==> src/rtl/ctsl_pkg.sv <==
// shared types and character constants for the statement lexer
package ctsl_pkg;

  typedef enum logic [1:0] {
    KIND_CHAR  = 2'd0,
    KIND_END   = 2'd1,
    KIND_ERROR = 2'd2
  } kind_e;

  typedef struct packed {
    logic [7:0] out_byte;
    kind_e      kind;
    logic       last;
  } result_t;

  typedef struct packed {
    logic in_string;
    logic in_comment;
    logic slash_pending;
    logic equal_seen;
    logic halted;
  } flags_t;

  localparam logic [7:0] CH_QUOTE = 8'h22;
  localparam logic [7:0] CH_SEMI  = 8'h3B;
  localparam logic [7:0] CH_SLASH = 8'h2F;
  localparam logic [7:0] CH_HASH  = 8'h23;
  localparam logic [7:0] CH_EQUAL = 8'h3D;
  localparam logic [7:0] CH_LF    = 8'h0A;
  localparam logic [7:0] CH_CR    = 8'h0D;
  localparam logic [7:0] CH_TAB   = 8'h09;
  localparam logic [7:0] CH_SPACE = 8'h20;

endpackage

==> src/rtl/ctsl_if.sv <==
// valid/ready channel interfaces for characters in and results out
interface ctsl_in_if;
  logic       valid;
  logic       ready;
  logic [7:0] in_char;

  modport source (output valid, output in_char, input ready);
  modport sink   (input valid, input in_char, output ready);
endinterface

interface ctsl_out_if;
  logic       valid;
  logic       ready;
  logic [7:0] out_byte;
  logic [1:0] kind;
  logic       last;

  modport source (output valid, output out_byte, output kind, output last, input ready);
  modport sink   (input valid, input out_byte, input kind, input last, output ready);
endinterface

==> src/rtl/config_text_statement_lexer_core.sv <==
// Configuration text statement lexer: takes one raw character per transfer and returns the
// cleaned statement text. Spaces and tabs outside strings and all comment text ('#' or '//'
// up to a line end) are dropped, a ';' outside strings closes the statement (kind 1), and a
// second '=' in one statement or a full statement store gives a parse error (kind 2), after
// which the block swallows all input until reset. A character goes into an input register,
// is decoded combinationally and its zero, one or two results go into a four-entry result queue
// whose head drives the output channel. With the output side ready the block takes one
// character per cycle; a character is held in the input register only while the result queue
// has fewer than two free slots, so a burst of double results slows the input to the rate at
// which results are taken.
module config_text_statement_lexer_core import ctsl_pkg::*; #(
  parameter int BUFFER_BYTES = 1024
) (
  input  logic      clk_i,
  input  logic      rst_ni,
  ctsl_in_if.sink   in_i,
  ctsl_out_if.source out_o
);

  localparam int CntW = $clog2(BUFFER_BYTES + 1);

  // input register
  logic       hold_valid_q;
  logic [7:0] hold_char_q;

  // lexer state
  flags_t          flags_q, flags_d;
  logic [CntW-1:0] fill_q, fill_d;

  logic       room;
  logic       fire;
  logic [1:0] step_num;
  result_t    step_res0, step_res1, head;

  // decode the held character once the queue can take both results
  assign fire       = hold_valid_q && room;
  assign in_i.ready = !hold_valid_q || fire;

  always_ff @(posedge clk_i or negedge rst_ni) begin
    if (!rst_ni) begin
      hold_valid_q <= 1'b0;
    end else if (in_i.valid && in_i.ready) begin
      hold_valid_q <= 1'b1;
    end else if (fire) begin
      hold_valid_q <= 1'b0;
    end
  end

  always_ff @(posedge clk_i) begin
    if (in_i.valid && in_i.ready) hold_char_q <= in_i.in_char;
  end

  ctsl_step #(.BUFFER_BYTES(BUFFER_BYTES)) u_step (
    .char_i  (hold_char_q),
    .flags_i (flags_q),
    .fill_i  (fill_q),
    .flags_o (flags_d),
    .fill_o  (fill_d),
    .num_o   (step_num),
    .res0_o  (step_res0),
    .res1_o  (step_res1)
  );

  // state advances only when a character is actually decoded
  always_ff @(posedge clk_i or negedge rst_ni) begin
    if (!rst_ni) begin
      flags_q <= '0;
      fill_q  <= '0;
    end else if (fire) begin
      flags_q <= flags_d;
      fill_q  <= fill_d;
    end
  end

  ctsl_result_fifo u_fifo (
    .clk_i      (clk_i),
    .rst_ni     (rst_ni),
    .push_num_i (fire ? step_num : 2'd0),
    .push0_i    (step_res0),
    .push1_i    (step_res1),
    .room_o     (room),
    .valid_o    (out_o.valid),
    .ready_i    (out_o.ready),
    .head_o     (head)
  );

  // result transfer from the queue head
  assign out_o.out_byte = head.out_byte;
  assign out_o.kind     = head.kind;
  assign out_o.last     = head.last;

endmodule

==> src/rtl/ctsl_step.sv <==
// next-state and result logic for one character
module ctsl_step import ctsl_pkg::*; #(
  parameter int BUFFER_BYTES = 1024,
  localparam int CntW = $clog2(BUFFER_BYTES + 1)
) (
  input  logic [7:0]      char_i,
  input  flags_t          flags_i,
  input  logic [CntW-1:0] fill_i,
  output flags_t          flags_o,
  output logic [CntW-1:0] fill_o,
  output logic [1:0]      num_o,
  output result_t         res0_o,
  output result_t         res1_o
);

  logic    pre_slash;
  logic    m_valid;
  logic    m_char;
  logic    m_end;
  result_t m_res;
  flags_t  f;

  always_comb begin
    f         = flags_i;
    pre_slash = 1'b0;
    m_valid   = 1'b0;
    m_char    = 1'b0;
    m_end     = 1'b0;
    m_res     = '{out_byte: 8'h00, kind: KIND_CHAR, last: 1'b0};
    fill_o    = fill_i;
    num_o     = 2'd0;
    res0_o    = m_res;
    res1_o    = m_res;

    if (flags_i.halted) begin
      num_o = 2'd0;
    end else if (fill_i >= CntW'(BUFFER_BYTES - 1)) begin
      // statement store full
      f.halted = 1'b1;
      num_o    = 2'd1;
      res0_o   = '{out_byte: 8'h00, kind: KIND_ERROR, last: 1'b1};
    end else begin
      if (flags_i.slash_pending && char_i != CH_SLASH) begin
        pre_slash       = 1'b1;
        f.slash_pending = 1'b0;
      end
      unique case (char_i)
        CH_QUOTE: begin
          if (!flags_i.in_comment) begin
            f.in_string = !flags_i.in_string;
            m_char      = 1'b1;
          end
        end
        CH_SEMI: begin
          if (!flags_i.in_string && !flags_i.in_comment) begin
            m_end        = 1'b1;
            f.equal_seen = 1'b0;
          end else if (flags_i.in_string) begin
            m_char = 1'b1;
          end
        end
        CH_SLASH: begin
          if (!flags_i.in_string && !flags_i.in_comment) begin
            if (flags_i.slash_pending) begin
              f.in_comment    = 1'b1;
              f.slash_pending = 1'b0;
            end else begin
              f.slash_pending = 1'b1;
            end
          end else if (!flags_i.in_comment) begin
            m_char = 1'b1;
          end
        end
        CH_LF, CH_CR: begin
          f.in_string     = 1'b0;
          f.in_comment    = 1'b0;
          f.slash_pending = 1'b0;
        end
        CH_SPACE, CH_TAB: begin
          if (flags_i.in_string) m_char = 1'b1;
        end
        CH_HASH: begin
          if (!flags_i.in_string) f.in_comment = 1'b1;
          else m_char = 1'b1;
        end
        default: begin
          if (!flags_i.in_comment) begin
            if (char_i == CH_EQUAL && flags_i.equal_seen) begin
              f.halted = 1'b1;
              m_valid  = 1'b1;
              m_res    = '{out_byte: 8'h00, kind: KIND_ERROR, last: 1'b0};
            end else begin
              if (char_i == CH_EQUAL) f.equal_seen = 1'b1;
              m_char = 1'b1;
            end
          end
        end
      endcase

      if (m_char) begin
        m_valid = 1'b1;
        m_res   = '{out_byte: char_i, kind: KIND_CHAR, last: 1'b0};
      end else if (m_end) begin
        m_valid = 1'b1;
        m_res   = '{out_byte: 8'h00, kind: KIND_END, last: 1'b0};
      end
      m_res.last = 1'b1;

      if (m_end) fill_o = '0;
      else fill_o = fill_i + CntW'(pre_slash) + CntW'(m_char);

      if (pre_slash) begin
        res0_o = '{out_byte: CH_SLASH, kind: KIND_CHAR, last: !m_valid};
        res1_o = m_res;
        num_o  = m_valid ? 2'd2 : 2'd1;
      end else begin
        res0_o = m_res;
        num_o  = m_valid ? 2'd1 : 2'd0;
      end
    end
    flags_o = f;
  end

endmodule

==> src/rtl/ctsl_result_fifo.sv <==
// four-entry result queue taking up to two results per cycle
module ctsl_result_fifo import ctsl_pkg::*; (
  input  logic       clk_i,
  input  logic       rst_ni,
  input  logic [1:0] push_num_i,
  input  result_t    push0_i,
  input  result_t    push1_i,
  output logic       room_o,
  output logic       valid_o,
  input  logic       ready_i,
  output result_t    head_o
);

  result_t    mem_q [4];
  logic [1:0] wr_ptr_q, rd_ptr_q;
  logic [2:0] count_q;
  logic       pop;

  assign valid_o = (count_q != 3'd0);
  assign head_o  = mem_q[rd_ptr_q];
  assign pop     = valid_o && ready_i;
  // two free slots needed before a character can be processed
  assign room_o  = (count_q <= 3'd2);

  always_ff @(posedge clk_i) begin
    if (push_num_i != 2'd0) mem_q[wr_ptr_q] <= push0_i;
    if (push_num_i == 2'd2) mem_q[wr_ptr_q + 2'd1] <= push1_i;
  end

  always_ff @(posedge clk_i or negedge rst_ni) begin
    if (!rst_ni) begin
      wr_ptr_q <= '0;
      rd_ptr_q <= '0;
      count_q  <= '0;
    end else begin
      wr_ptr_q <= wr_ptr_q + push_num_i;
      rd_ptr_q <= rd_ptr_q + {1'b0, pop};
      count_q  <= count_q + {1'b0, push_num_i} - {2'b00, pop};
    end
  end

endmodule
==> src/flat_wrapper.sv <==
// flat-port wrapper written by rule: the top's interface ports become plain ports
module config_text_statement_lexer_core_flat import ctsl_pkg::*;
#(
  parameter int BUFFER_BYTES = 1024
)
  (clk_i, rst_ni, in_i_valid, in_i_in_char, in_i_ready, out_o_valid, out_o_out_byte, out_o_kind, out_o_last, out_o_ready);
  ctsl_in_if in_i_i ();
  ctsl_out_if out_o_i ();
  input  logic clk_i;
  input  logic rst_ni;
  input wire logic [$bits(in_i_i.valid)-1:0] in_i_valid;
  input wire logic [$bits(in_i_i.in_char)-1:0] in_i_in_char;
  output wire logic [$bits(in_i_i.ready)-1:0] in_i_ready;
  output wire logic [$bits(out_o_i.valid)-1:0] out_o_valid;
  output wire logic [$bits(out_o_i.out_byte)-1:0] out_o_out_byte;
  output wire logic [$bits(out_o_i.kind)-1:0] out_o_kind;
  output wire logic [$bits(out_o_i.last)-1:0] out_o_last;
  input wire logic [$bits(out_o_i.ready)-1:0] out_o_ready;
  assign in_i_i.valid = in_i_valid;
  assign in_i_i.in_char = in_i_in_char;
  assign in_i_ready = in_i_i.ready;
  assign out_o_valid = out_o_i.valid;
  assign out_o_out_byte = out_o_i.out_byte;
  assign out_o_kind = out_o_i.kind;
  assign out_o_last = out_o_i.last;
  assign out_o_i.ready = out_o_ready;
  config_text_statement_lexer_core #(.BUFFER_BYTES(BUFFER_BYTES)) u_core (.clk_i(clk_i), .rst_ni(rst_ni), .in_i(in_i_i), .out_o(out_o_i));
endmodule
==> config.mk <==
export PLATFORM = sky130hd
export DESIGN_NAME = config_text_statement_lexer_core_flat
export DESIGN_NICKNAME = d
export VERILOG_FILES = /design/src/rtl/ctsl_pkg.sv /design/src/rtl/ctsl_if.sv /design/src/rtl/config_text_statement_lexer_core.sv /design/src/rtl/ctsl_step.sv /design/src/rtl/ctsl_result_fifo.sv /design/src/flat_wrapper.sv
export SDC_FILE = /design/constraint.sdc
export NUM_CORES = 1
export LEC_CHECK = 0
export ABC_AREA = 1
export BUFFER_PORTS_ARGS = -buffer_cell sky130_fd_sc_hd__buf_4
export CAP_MARGIN = 15
export CORE_UTILIZATION = 63
export DETAILED_ROUTE_END_ITERATION = 8
export GPL_ROUTABILITY_DRIVEN = 0
export PLACE_DENSITY = 0.85
export SYNTH_ARGS = -nofsm -noshare
export SYNTH_HDL_FRONTEND = slang
export SYNTH_SLANG_ARGS = --single-unit
==> constraint.sdc <==
create_clock -name clk_i -period 10.2 [get_ports clk_i]
set_clock_uncertainty 0.1 [all_clocks]
set_input_delay 1.02 -clock clk_i [delete_from_list [all_inputs] [get_ports clk_i]]
set_output_delay 1.02 -clock clk_i [all_outputs]
set_load 0.01 [all_outputs]
==> results.rst, run 1 <==
.. list-table::
   :header-rows: 1

   * - Metric
     - Value
   * - Actual slew at the worst max-slew pin
     - 773 ps
   * - Achievable Freq
     - 301 MHz
   * - Sequential fraction of the synthesis area
     - 52.9%
   * - Post-synthesis instance total
     - 482
   * - Number of maximum-capacitance violations
     - 0
   * - Sum of net half-perimeters after detailed placement
     - 6.47 mm
   * - Shortest clock period the worst path allows after layout
     - 3320 ps
   * - First-pass GRT wire length
     - 14.7 mm
   * - Largest net degree at the start of global routing
     - 25
   * - Max-slew violation count
     - 0
   * - Floorplan die height
     - 82.6 um
   * - Post-synthesis instance area
     - 0.00409 mm^2
   * - Reg-to-reg critical path endpoint
     - u_core.u_fifo.mem_q[2][8]
   * - Finished Core Util
     - 75.0%
   * - Fin Setup TNS
     - 0 ps
   * - Combinational Power Share
     - 37.3%
   * - Number of failing setup endpoints in the final timing report
     - 0
   * - Clock tree from TritonCTS
     - yes
   * - Row count
     - 28
   * - Standby leakage power
     - 2.10 nW
   * - Total vias in the final route
     - 3440
   * - Critical path type
     - flip-flop to flip-flop
   * - Fraction of power consumed by the clock network
     - 23.3%
   * - Register-to-Register Setup Slack
     - 6880 ps
   * - Worst reg2reg path depth
     - 13
   * - Seq cells post-synth
     - 76
   * - Hold Crit Class
     - flip-flop to flip-flop
   * - Outcome
     - finished clean
   * - Net count of the mapped netlist
     - 503
   * - Clock root buffer
     - sky130_fd_sc_hd__clkbuf_8
   * - # port buffers
     - 24
   * - Switching share of power
     - 37.6%
   * - Final hold viol count
     - 0
   * - Hold buffer count at CTS
     - 0
   * - Yosys Warn Count
     - 0
   * - Total area of multi-input combinational cells
     - 0.00159 mm^2
   * - Antenna violations before repair
     - 0
   * - Skew-Pair Late Insertion Delay
     - 360 ps
   * - Final Net Count
     - 531
   * - Crit start category
     - flip-flop
   * - CP endpoint
     - u_core.u_fifo.mem_q[2][8]
   * - Worst-path fanout max
     - 14
   * - Cts repair resizes
     - 0
   * - Diode insertion count for antenna repair
     - 0
   * - Io pins
     - 25
   * - Total congestion overflow after global routing
     - 0
   * - Fill cell instance count of the final layout
     - 469
   * - CTS Buf Count
     - 9
   * - Via count of the first global-routing pass
     - 3389
   * - Final critical-path share of the clock period
     - 32.6%
   * - ANT nets after route
     - 0
   * - Placeable Area
     - 0.00610 mm^2
   * - Area Overhead vs Synth
     - 11.8%
   * - Areal power density over the cells
     - 262 mW/mm^2
   * - Peak supply drop
     - 0.000175 V
   * - Cell internal pwr
     - 0.000748 W
   * - P_sw
     - 0.000450 W
   * - Total global routing track utilization
     - 30.1%
   * - Fraction of layout instances using a drive strength above 1
     - 13.2%
   * - Avg WL per Cell
     - 15.6 um
   * - Number of H-tree branching levels
     - 3
   * - Number of buffers on the longest clock path
     - 2
   * - Setup repair after global routing missed its margin
     - no
   * - Critical path required time
     - 10100 ps
   * - Count of buffers added by post-CTS timing repair for setup
     - 0
   * - Worst Setup End Kind
     - flip-flop
   * - Routed vias/inst
     - 5.83
   * - Die X
     - 82.6 um
   * - Worst slew margin relative to its limit
     - 48.5%
   * - Clock-pin slew reported for the worst setup and hold paths after clock tree synthesis
     - 80 ps
   * - Number of design-rule violations left by the first detailed-router iteration
     - 268
   * - R2R Path Start
     - u_core.hold_char_q[1]
   * - Length of the first detailed-routing pass in iterations
     - 7
   * - Final wirelength
     - 9.20 mm
   * - Share of power burned in registers
     - 39.4%
   * - Arrival @ worst endpoint
     - 3220 ps
   * - Drc violations
     - 0
   * - Total die area
     - 0.00682 mm^2
   * - Area taken by flip-flops and latches
     - 0.00216 mm^2
   * - Worst setup path start
     - u_core.hold_char_q[1]
   * - Average cell area after synthesis
     - 8.49 um^2
   * - Effective utilization at floorplan
     - 67.1%
   * - Number of unique standard cell types used by synthesis
     - 34
   * - Number of clock sinks
     - 76
## cell type report
class | instances | share of cell area (%)
clock inverters | 6 | 2.46
inverters | 76 | 6.29
clock buffers | 10 | 2.79
multi-input cells | 320 | 34.7
well taps | 75 | 2.05
repair buffers | 27 | 4.43
flip-flops and latches | 76 | 47.3
## cells by family (layout without fill, tap and decap cells)
group | after synthesis | in the layout | synth area share (%)
adders and majority gates | 9 | 9 | 3.12
xor gates and xnor gates | 6 | 6 | 1.28
buffers and inverters | 86 | 119 | 8.38
and+or+nand+nor | 235 | 235 | 24.9
AOI/OAI and AO/OA | 70 | 70 | 9.48
DFF | 76 | 76 | 52.9
## cell usage in the layout, fill, tap and decap left out, types with 2 or more instances in the layout
master / count
sky130_fd_sc_hd__inv_1: 65
sky130_fd_sc_hd__dfrtp_1: 24
sky130_fd_sc_hd__nor2_1: 70
sky130_fd_sc_hd__nand2_2: 4
sky130_fd_sc_hd__nand2_1: 119
sky130_fd_sc_hd__nor2_2: 4
sky130_fd_sc_hd__nor3_1: 2
sky130_fd_sc_hd__fa_1: 2
sky130_fd_sc_hd__clkinv_4: 2
sky130_fd_sc_hd__nand3_2: 2
sky130_fd_sc_hd__xnor2_1: 2
sky130_fd_sc_hd__edfxtp_1: 52
sky130_fd_sc_hd__ha_1: 7
sky130_fd_sc_hd__o22ai_1: 11
sky130_fd_sc_hd__xor2_1: 4
sky130_fd_sc_hd__nand4_1: 12
sky130_fd_sc_hd__a21oi_1: 12
sky130_fd_sc_hd__clkbuf_8: 9
sky130_fd_sc_hd__inv_2: 10
sky130_fd_sc_hd__buf_4: 27
sky130_fd_sc_hd__nand3_1: 17
sky130_fd_sc_hd__bufinv_16: 3
sky130_fd_sc_hd__o31ai_1: 4
sky130_fd_sc_hd__o21ai_0: 38
## worst min-delay path by stage
stage	from	to	slack, ps	cells past startpoint
2_1_floorplan	u_core.fill_q[10]	u_core.fill_q[10]	330	2
3_3_place_gp	u_core.fill_q[10]	u_core.fill_q[10]	340	2
3_5_place_dp	u_core.fill_q[0]	u_core.fill_q[0]	370	2
4_1_cts	u_core.fill_q[0]	u_core.fill_q[0]	390	2
5_1_grt	u_core.u_fifo.count_q[2]	u_core.u_fifo.count_q[2]	410	1
6_report	u_core.fill_q[0]	u_core.fill_q[0]	390	2
## state kept, by name, summed over array words and instances, names as in the netlist
name	flops
u_core.fill_q	11
u_core.flags_q	5
u_core.u_fifo.count_q	3
u_core.hold_char_q	8
u_core.u_fifo.mem_q	44
u_core.hold_valid_q	1
u_core.u_fifo.wr_ptr_q	2
u_core.u_fifo.rd_ptr_q	2
## through the flow
step | hold slack, ps | total power (W) | area [um^2] | setup WS, ps | std cells
global placement | 345 | 0.000892 | 4330 | 7020 | 574
global route | 409 | 0.00127 | 4570 | 6620 | 590
CTS | 388 | 0.00120 | 4570 | 6910 | 590
detailed placement | 371 | 0.000920 | 4330 | 6920 | 574
floorplan | 334 | 0.000767 | 4090 | 6840 | 482
finish | 390 | 0.00120 | 4570 | 6880 | 590
## power groups by stage
stage	clock [W]	sequential (W)	combinational, W
final	0.000279	0.000472	0.000447
after global routing	0.000290	0.000480	0.000503
after CTS	0.000278	0.000470	0.000447
after detailed placement	0	0.000476	0.000444
after global placement	0	0.000473	0.000419
after floorplan	0	0.000461	0.000307
## synth_stat cells
library cell	count	area [um^2]
sky130_fd_sc_hd__buf_2	2	10.0
sky130_fd_sc_hd__inv_2	10	37.5
sky130_fd_sc_hd__a21oi_1	12	60.1
sky130_fd_sc_hd__inv_4	1	6.26
sky130_fd_sc_hd__o21ai_2	1	8.76
sky130_fd_sc_hd__fa_1	2	40.0
sky130_fd_sc_hd__nor3_4	1	16.3
sky130_fd_sc_hd__nand2_2	4	25.0
sky130_fd_sc_hd__nand3_1	17	85.1
sky130_fd_sc_hd__dfrtp_1	24	601
sky130_fd_sc_hd__clkbuf_1	6	22.5
sky130_fd_sc_hd__nor2_1	70	263
sky130_fd_sc_hd__ha_1	7	87.6
sky130_fd_sc_hd__inv_1	65	244
sky130_fd_sc_hd__nor3_1	2	10.0
sky130_fd_sc_hd__xor2_1	4	35.0
sky130_fd_sc_hd__xnor2_1	2	17.5
sky130_fd_sc_hd__nand3_2	2	20.0
sky130_fd_sc_hd__o21ai_1	1	5.00
sky130_fd_sc_hd__o31ai_1	4	30.0
sky130_fd_sc_hd__nand4_2	1	12.5
sky130_fd_sc_hd__nand4_1	12	75.1
sky130_fd_sc_hd__nand4_4	1	21.3
sky130_fd_sc_hd__o21ai_0	38	190
sky130_fd_sc_hd__o22ai_1	11	68.8
sky130_fd_sc_hd__and2_1	1	6.26
sky130_fd_sc_hd__nor2_4	1	11.3
sky130_fd_sc_hd__a21boi_0	1	7.51
sky130_fd_sc_hd__edfxtp_1	52	1560
sky130_fd_sc_hd__nor2_2	4	25.0
sky130_fd_sc_hd__o32ai_1	1	8.76
sky130_fd_sc_hd__buf_6	2	22.5
sky130_fd_sc_hd__o311ai_0	1	8.76
sky130_fd_sc_hd__nand2_1	119	447
## worst max-delay path, stage by stage (launching register included)
cell	delay, ps
sky130_fd_sc_hd__edfxtp_1	490
sky130_fd_sc_hd__inv_1	100
sky130_fd_sc_hd__nand2_1	70
sky130_fd_sc_hd__nor2_1	200
sky130_fd_sc_hd__and2_1	180
sky130_fd_sc_hd__nand2_1	100
sky130_fd_sc_hd__nand2_2	100
sky130_fd_sc_hd__nand4_4	180
sky130_fd_sc_hd__nand2_1	190
sky130_fd_sc_hd__nand2_1	70
sky130_fd_sc_hd__ha_1	340
sky130_fd_sc_hd__nor2_4	200
sky130_fd_sc_hd__nand2_1	160
sky130_fd_sc_hd__nand2_1	470
## layer usage
| layer | up-vias | part of all wire [%] | GRT usage (%) |
|---|---|---|---|
| met5 | - | 0 | 0 |
| met4 | 0 | 4.2 | 20.7 |
| met3 | 52 | 7.3 | 6.04 |
| met2 | 182 | 50 | 52.6 |
| met1 | 1575 | 38 | 32.9 |
| li1 | 1631 | - | - |
Power figures use the tool's default switching activity.
==> run 2: changes to the inputs <==
Settings changed: CORE_UTILIZATION 63 to 61, PLACE_DENSITY 0.85 to 0.83.
Clock period 10.2 ns to 3.35 ns, I/O delays scaled along.
==> results.rst, run 2 (synthesized netlist as in run 1, its figures left out) <==
.. list-table::
   :header-rows: 1

   * - Metric
     - Value
   * - Outcome
     - finished, violations left (was finished clean)
   * - Violations in the final reports
     - DRC
   * - Final wirelength
     - 8.53 mm (was 9.20 mm)
   * - Io pins
     - 25 (unchanged)
   * - Routed vias/inst
     - 5.62 (was 5.83)
   * - Number of failing setup endpoints in the final timing report
     - 0 (unchanged)
   * - Worst path max stage delay
     - 480 ps (was 490 ps)
   * - Number of design-rule violations left by the first detailed-router iteration
     - 186 (was 268)
   * - Layout Cell Area excl Fill
     - 0.00456 mm^2 (was 0.00457 mm^2)
   * - Row count
     - 29 (was 28)
   * - Met2 track utilization from global routing
     - 45.8% (was 52.6%)
   * - Arrival @ worst endpoint
     - 3250 ps (was 3220 ps)
   * - Hold Crit Class
     - input pin to flip-flop (was flip-flop to flip-flop)
   * - Skew-Pair Late Insertion Delay
     - 350 ps (was 360 ps)
   * - ANT nets after route
     - 0 (unchanged)
   * - Crit start category
     - flip-flop (unchanged)
   * - Worst-path fanout max
     - 6 (was 14)
   * - Top flop regs
     - u_core.u_fifo.mem_q: 44 flops, u_core.fill_q: 11 flops, u_core.hold_char_q: 8 flops (unchanged)
   * - Switching share of power
     - 38.3% (was 37.6%)
   * - GR met1 Demand/Resource
     - 32.2% (was 32.9%)
   * - Combinational Power Share
     - 39.7% (was 37.3%)
   * - Avg WL per Cell
     - 14.3 um (was 15.6 um)
   * - Cell internal pwr
     - 0.00214 W (was 0.000748 W)
   * - First-pass GRT wire length
     - 14.5 mm (was 14.7 mm)
   * - Commonest non-fill, non-tap cell in the layout
     - sky130_fd_sc_hd__nand2_1 (unchanged)
   * - Area Overhead vs Synth
     - 11.6% (was 11.8%)
   * - Critical path required time
     - 3520 ps (was 10100 ps)
   * - Drc violations
     - 4 (was 0)
   * - Standby leakage power
     - 2.10 nW (about the same)
   * - Max-slew violation count
     - 0 (unchanged)
   * - Total global routing track utilization
     - 26.4% (was 30.1%)
   * - Fraction of layout instances using a drive strength above 1
     - 13.4% (was 13.2%)
   * - Non-filler cells in the finished layout
     - 598 (was 590)
   * - Placeable Area
     - 0.00642 mm^2 (was 0.00610 mm^2)
   * - Diode insertion count for antenna repair
     - 0 (unchanged)
   * - Clock-pin slew reported for the worst setup and hold paths after clock tree synthesis
     - 80 ps (about the same)
   * - Fraction of power consumed by the clock network
     - 18.9% (was 23.3%)
   * - Worst hold slack across all endpoints
     - 54.3 ps (was 390 ps)
   * - Via count of the first global-routing pass
     - 3261 (was 3389)
   * - Cell total after placement
     - 581 (was 574)
   * - # port buffers
     - 24 (unchanged)
   * - Share of power burned in registers
     - 41.4% (was 39.4%)
   * - Commonest non-fill, non-tap cells in the layout
     - sky130_fd_sc_hd__nand2_1 (119), sky130_fd_sc_hd__nor2_1 (70), sky130_fd_sc_hd__inv_1 (65) (unchanged)
   * - Final critical-path share of the clock period
     - 92.1% (was 32.6%)
   * - Achievable Freq
     - 324 MHz (was 301 MHz)
   * - Minimum setup slack after placement
     - 293 ps (was 6920 ps)
   * - Total design power
     - 0.00346 W (was 0.00120 W)
   * - Number of H-tree branching levels
     - 3 (unchanged)
   * - Areal power density over the cells
     - 759 mW/mm^2 (was 262 mW/mm^2)
   * - Largest register FFs
     - 44 (unchanged)
   * - Final WS setup
     - 264 ps (was 6880 ps)
   * - Number of maximum-capacitance violations
     - 0 (unchanged)
   * - Number of clock sinks
     - 76 (unchanged)
   * - Placed cell areas
     - 0.00437 mm^2 (was 0.00433 mm^2)
   * - P_sw
     - 0.00133 W (was 0.000450 W)
   * - Critical path type
     - flip-flop to flip-flop (unchanged)
   * - Number of buffers on the longest clock path
     - 2 (unchanged)
   * - Length of the first detailed-routing pass in iterations
     - 7 (unchanged)
   * - Total vias in the final route
     - 3358 (was 3440)
   * - Floorplan die height
     - 83.9 um (was 82.6 um)
   * - Busiest layer in global routing
     - met2 (unchanged)
   * - Total die area
     - 0.00704 mm^2 (was 0.00682 mm^2)
   * - Total congestion overflow after global routing
     - 0 (unchanged)
   * - Peak supply drop
     - 0.000430 V (was 0.000175 V)
   * - Worst slew margin relative to its limit
     - 46.0% (was 48.5%)
   * - Slowest stage cell, crit path
     - sky130_fd_sc_hd__edfxtp_1 (unchanged)
   * - CP Cell Sequence
     - inv_1 > nand2_1 > nor2_1 > and2_1 > nand2_1 > nand2_2 > nand4_4 > nand2_1 > nand2_1 > ha_1 > o21ai_0 > inv_1 > ha_1 > inv_1 > fa_1 > xnor2_1 > xor2_1 (was inv_1 > nand2_1 > nor2_1 > and2_1 > nand2_1 > nand2_2 > nand4_4 > nand2_1 > nand2_1 > ha_1 > nor2_4 > nand2_1 > nand2_1)
   * - Final Net Count
     - 537 (was 531)
   * - Actual slew at the worst max-slew pin
     - 811 ps (was 773 ps)
   * - Clock tree from TritonCTS
     - yes (unchanged)
   * - Register with the highest flop count
     - u_core.u_fifo.mem_q (unchanged)
   * - Count of buffers added by post-CTS timing repair for setup
     - 0 (unchanged)
   * - Die X
     - 83.9 um (was 82.6 um)
   * - Effective utilization at floorplan
     - 63.7% (was 67.1%)
   * - Shortest clock period the worst path allows after layout
     - 3090 ps (was 3320 ps)
   * - Global-route track usage on met3
     - 4.85% (was 6.04%)
   * - Largest net degree at the start of global routing
     - 25 (unchanged)
   * - Sum of net half-perimeters after detailed placement
     - 6.13 mm (was 6.47 mm)
   * - Setup repair after global routing missed its margin
     - no (unchanged)
   * - Cts repair resizes
     - 0 (unchanged)
   * - Worst Setup End Kind
     - flip-flop (unchanged)
   * - Clock root buffer
     - sky130_fd_sc_hd__clkbuf_8 (unchanged)
   * - CTS Buf Count
     - 9 (unchanged)
   * - Antenna violations before repair
     - 0 (unchanged)
   * - Final hold viol count
     - 0 (unchanged)
   * - CP most frequent cell
     - sky130_fd_sc_hd__nand2_1 (unchanged)
-- run 2: metal layers --
metal	vias to the layer above	wire (um)
met4	0	212
met5	-	0
li1	1646	-
met3	25	446
met2	126	4320
met1	1561	3550
-- run 2: cell type report --
type                    count  area [um^2]
well taps                  77         96.3
clock buffers               9          124
fillers                   493         1860
inverters                  76          288
flip-flops and latches     76         2160
repair buffers             33          250
clock inverters             7         57.6
multi-input cells         320         1590
-- run 2: final timing paths --
kind,from,to,slack [ps],cells past startpoint
max in group asynchronous,rst_ni,u_core.u_fifo.count_q[2],2600,2
setup / recovery,u_core.hold_char_q[1],u_core.u_fifo.count_q[2],260,17
min in group asynchronous,rst_ni,u_core.fill_q[1],310,2
hold / removal,in_i_in_char[2],u_core.hold_char_q[2],50,1
setup reg to reg,u_core.hold_char_q[1],u_core.u_fifo.count_q[2],260,17
hold reg to reg,u_core.fill_q[10],u_core.fill_q[10],370,2
-- run 2: power by group through the flow --
stage          logic [W]  registers [W]  clock network (W)
2_1_floorplan   0.000934        0.00140                  0
3_3_place_gp     0.00130        0.00144                  0
3_5_place_dp     0.00138        0.00145                  0
4_1_cts          0.00138        0.00143           0.000664
5_1_grt          0.00155        0.00146           0.000702
6_report         0.00138        0.00143           0.000654
-- run 2: per-stage QoR --
stage / setup TNS (ps) / utilization (%)
3_5_place_dp: 0 / 68.1
2_1_floorplan: -143 / -
6_report: 0 / 71.1
4_1_cts: 0 / 71.1
3_3_place_gp: 0 / 68.1
5_1_grt: 0 / 71.1
-- run 2: worst max-delay path: cells and delay by family (launching register included) --
kind | cells | cell delay [ps]
buffers and inverters | 3 | 240
flip-flops | 1 | 480
XOR/XNOR | 2 | 330
adder cells (fa/ha/maj) | 3 | 860
AND/OR/NAND/NOR | 8 | 870
AO/OA/AOI/OAI | 1 | 140
-- run 2: repair_timing --
action                                 CTS  global route
hold buffers                             1             0
endpoints found under the hold margin   24             0
setup endpoints to repair                0             0
==> run 3: changes to the inputs <==
Settings changed: CORE_MARGIN set to 8, GPL_TIMING_DRIVEN set to 0.
Clock period 3.35 ns to 3 ns, I/O delays scaled along.
==> results.rst, run 3 (synthesized netlist as in run 1, its figures left out) <==
.. list-table::
   :header-rows: 1

   * - Metric
     - Value
   * - Outcome
     - finished, violations left (unchanged)
   * - Violations in the final reports
     - setup timing (was DRC)
   * - Finished Core Util
     - 73.4% (was 71.1%)
   * - Die X
     - 97.9 um (was 83.9 um)
   * - Non-filler cells in the finished layout
     - 620 (was 598)
   * - Worst slew margin relative to its limit
     - 46.8% (was 46.0%)
   * - Effective utilization at floorplan
     - 61.6% (was 63.7%)
   * - Io pins
     - 25 (unchanged)
   * - CTS Buf Count
     - 9 (unchanged)
   * - Bufs and invs on worst path
     - 5 (was 3)
   * - Hold Crit Class
     - input pin to flip-flop (unchanged)
   * - Worst Hold Endpoint
     - u_core.hold_char_q[1] (was u_core.hold_char_q[2])
   * - Fraction of layout instances using a drive strength above 1
     - 22.2% (was 13.4%)
   * - Total die area
     - 0.00958 mm^2 (was 0.00704 mm^2)
   * - Largest register FFs
     - 44 (unchanged)
   * - Register with the highest flop count
     - u_core.u_fifo.mem_q (unchanged)
   * - Number of failing setup endpoints in the final timing report
     - 1 (was 0)
   * - Number of maximum-capacitance violations
     - 0 (unchanged)
   * - Actual slew at the worst max-slew pin
     - 798 ps (was 811 ps)
   * - ANT nets after route
     - 0 (unchanged)
   * - CP most frequent cell
     - sky130_fd_sc_hd__nand2_1 (unchanged)
   * - Clock-pin slew reported for the worst setup and hold paths after clock tree synthesis
     - 80 ps (about the same)
   * - Critical path required time
     - 3140 ps (was 3520 ps)
   * - # port buffers
     - 24 (unchanged)
   * - Layout Cell Area excl Fill
     - 0.00488 mm^2 (was 0.00456 mm^2)
   * - Worst reg2reg path depth
     - 20 (was 17)
   * - Cell family contributing the most delay on the critical path
     - simple AND/OR/NAND/NOR gates (unchanged)
   * - Shortest clock period the worst path allows after layout
     - 3030 ps (was 3090 ps)
   * - Total global routing track utilization
     - 20.5% (was 26.4%)
   * - Hold Path Stages
     - 1 (unchanged)
   * - CP Cell Sequence
     - inv_1 > nand2_1 > inv_1 > nand2_1 > nor2_2 > nor2_2 > nand2_1 > nand2_1 > nand3_2 > buf_6 > nand2_4 > nand2_4 > ha_4 > o21ai_2 > inv_2 > ha_1 > inv_1 > fa_2 > xnor2_2 > xor2_1 (was inv_1 > nand2_1 > nor2_1 > and2_1 > nand2_1 > nand2_2 > nand4_4 > nand2_1 > nand2_1 > ha_1 > o21ai_0 > inv_1 > ha_1 > inv_1 > fa_1 > xnor2_1 > xor2_1)
   * - Worst-path fanout max
     - 4 (was 6)
   * - Final WS setup
     - -30.2 ps (was 264 ps)
   * - Sum of net half-perimeters after detailed placement
     - 6.34 mm (was 6.13 mm)
   * - Antenna violations before repair
     - 0 (unchanged)
   * - Clock root buffer
     - sky130_fd_sc_hd__clkbuf_8 (unchanged)
   * - Worst path max stage delay
     - 490 ps (was 480 ps)
   * - Total congestion overflow after global routing
     - 0 (unchanged)
   * - Setup repair after global routing missed its margin
     - yes (was no)
   * - Peak supply drop
     - 0.000529 V (was 0.000430 V)
   * - Via count of the first global-routing pass
     - 3521 (was 3261)
   * - Length of the first detailed-routing pass in iterations
     - 5 (was 7)
   * - Number of buffers on the longest clock path
     - 2 (unchanged)
   * - Arrival @ worst endpoint
     - 3170 ps (was 3250 ps)
   * - Commonest non-fill, non-tap cells in the layout
     - sky130_fd_sc_hd__nand2_1 (105), sky130_fd_sc_hd__inv_1 (62), sky130_fd_sc_hd__nor2_1 (62) (was sky130_fd_sc_hd__nand2_1 (119), sky130_fd_sc_hd__nor2_1 (70), sky130_fd_sc_hd__inv_1 (65))
   * - R2R Path Start
     - u_core.hold_char_q[2] (was u_core.hold_char_q[1])
   * - Worst Setup End Kind
     - flip-flop (unchanged)
   * - Floorplan die height
     - 97.9 um (was 83.9 um)
   * - Crit start category
     - flip-flop (unchanged)
   * - Diode insertion count for antenna repair
     - 0 (unchanged)
   * - Cell total after placement
     - 586 (was 581)
   * - Max-slew violation count
     - 0 (unchanged)
   * - Critical path type
     - flip-flop to flip-flop (unchanged)
   * - Largest net degree at the start of global routing
     - 25 (unchanged)
   * - Final Net Count
     - 557 (was 537)
   * - Routed vias/inst
     - 5.74 (was 5.62)
   * - Number of design-rule violations left by the first detailed-router iteration
     - 318 (was 186)
   * - Total design power
     - 0.00413 W (was 0.00346 W)
   * - Number of clock sinks
     - 76 (unchanged)
   * - Worst Hold Launch
     - in_i_in_char[1] (was in_i_in_char[2])
   * - Row count
     - 30 (was 29)
   * - Total vias in the final route
     - 3556 (was 3358)
   * - Register-to-Register Setup Slack
     - -30 ps (was 260 ps)
   * - Area Overhead vs Synth
     - 19.2% (was 11.6%)
   * - Number of H-tree branching levels
     - 3 (unchanged)
   * - Worst hold slack across all endpoints
     - 13.4 ps (was 54.3 ps)
   * - Areal power density over the cells
     - 847 mW/mm^2 (was 759 mW/mm^2)
   * - First-pass GRT wire length
     - 15.7 mm (was 14.5 mm)
   * - Achievable Freq
     - 330 MHz (was 324 MHz)
   * - Final hold viol count
     - 0 (unchanged)
   * - Clock tree from TritonCTS
     - yes (unchanged)
   * - Placed cell areas
     - 0.00437 mm^2 (about the same)
   * - Standby leakage power
     - 2.19 nW (was 2.10 nW)
   * - Skew-Pair Late Insertion Delay
     - 360 ps (was 350 ps)
   * - Avg WL per Cell
     - 16.6 um (was 14.3 um)
   * - Top flop regs
     - u_core.u_fifo.mem_q: 44 flops, u_core.fill_q: 11 flops, u_core.hold_char_q: 8 flops (unchanged)
   * - Drc violations
     - 0 (was 4)
   * - Final critical-path share of the clock period
     - 101% (was 92.1%)
   * - Slowest stage cell, crit path
     - sky130_fd_sc_hd__edfxtp_1 (unchanged)
   * - Reg-to-reg critical path endpoint
     - u_core.u_fifo.count_q[2] (unchanged)
   * - Placeable Area
     - 0.00664 mm^2 (was 0.00642 mm^2)
   * - Final wirelength
     - 10.3 mm (was 8.53 mm)
   * - Commonest non-fill, non-tap cell in the layout
     - sky130_fd_sc_hd__nand2_1 (unchanged)
-- run 3: changes by cell type in the layout (fill, tap and decap cells not counted), moves of 4 or more --
cell,delta
sky130_fd_sc_hd__nor2_2,+4
sky130_fd_sc_hd__nor2_4,+4
sky130_fd_sc_hd__nand2_2,+11
sky130_fd_sc_hd__nor2_1,-8
sky130_fd_sc_hd__clkbuf_1,+6
sky130_fd_sc_hd__nand2_1,-14
sky130_fd_sc_hd__buf_4,+10
sky130_fd_sc_hd__o21ai_0,-4
-- run 3: worst max-delay path by stage --
stage	cells after the start	to	slack, ps	startpoint
after floorplan	15	u_core.u_fifo.mem_q[3][0]	-50	u_core.hold_char_q[1]
final	20	u_core.u_fifo.count_q[2]	-30	u_core.hold_char_q[2]
after global routing	20	u_core.u_fifo.count_q[2]	-130	u_core.hold_char_q[2]
after global placement	15	u_core.u_fifo.mem_q[3][5]	-560	u_core.hold_char_q[1]
after detailed placement	15	u_core.u_fifo.mem_q[3][5]	-690	u_core.hold_char_q[1]
after CTS	19	u_core.u_fifo.count_q[2]	0.5	u_core.hold_char_q[0]
-- run 3: report_power, final --
| part | switching [W] | total [W] | internal [W] |
|---|---|---|---|
| registers | 0.000156 | 0.00159 | 0.00144 |
| clock network | 0.000380 | 0.000752 | 0.000372 |
| logic | 0.00110 | 0.00178 | 0.000680 |
| total | 0.00164 | 0.00413 | 0.00249 |
-- run 3: worst register-to-register path, stage by stage, from the launching register on --
cell and delay (ps):
sky130_fd_sc_hd__edfxtp_1 490, sky130_fd_sc_hd__inv_1 70, sky130_fd_sc_hd__nand2_1 110, sky130_fd_sc_hd__inv_1 50
sky130_fd_sc_hd__nand2_1 70, sky130_fd_sc_hd__nor2_2 40, sky130_fd_sc_hd__nor2_2 220, sky130_fd_sc_hd__nand2_1 80
sky130_fd_sc_hd__nand2_1 80, sky130_fd_sc_hd__nand3_2 100, sky130_fd_sc_hd__buf_6 130, sky130_fd_sc_hd__nand2_4 70
sky130_fd_sc_hd__nand2_4 60, sky130_fd_sc_hd__ha_4 290, sky130_fd_sc_hd__o21ai_2 70, sky130_fd_sc_hd__inv_2 60
sky130_fd_sc_hd__ha_1 130, sky130_fd_sc_hd__inv_1 50, sky130_fd_sc_hd__fa_2 350, sky130_fd_sc_hd__xnor2_2 150
sky130_fd_sc_hd__xor2_1 160
-- run 3: per-stage QoR --
stage | setup TNS [ps] | setup slack, ps
after global placement | -17570 | -559
after floorplan | -1120 | -50.9
after detailed placement | -22690 | -691
final | -30.2 | -30.2
after CTS | 0 | 0.467
after global routing | -1800 | -133
-- run 3: repair_timing --
action | CTS | global route
pin swaps | 9 | 9
buffers inserted | 14 | 5
hold buffers | 1 | 0
gates resized for setup | 26 | 20
endpoints found under the hold margin | 24 | 0
setup endpoints to repair | 84 | 51
-- run 3: layout make-up --
cell class | count | area [um^2]
inverter | 76 | 288
fill | 448 | 1770
clock buffer | 9 | 124
timing repair buffer | 44 | 345
tap | 80 | 100
clock inverter | 6 | 56.3
multi-input combinational | 320 | 1750
sequential | 76 | 2160
buffer | 9 | 50.0
-- run 3: per-layer routing --
metal	global-route usage [%]	part of all wire, %	vias up
li1	-	-	1679
met1	22.7	39	1671
met2	35.9	51	171
met3	3.77	6.8	35
met4	12.6	3.0	0
met5	0	0	-
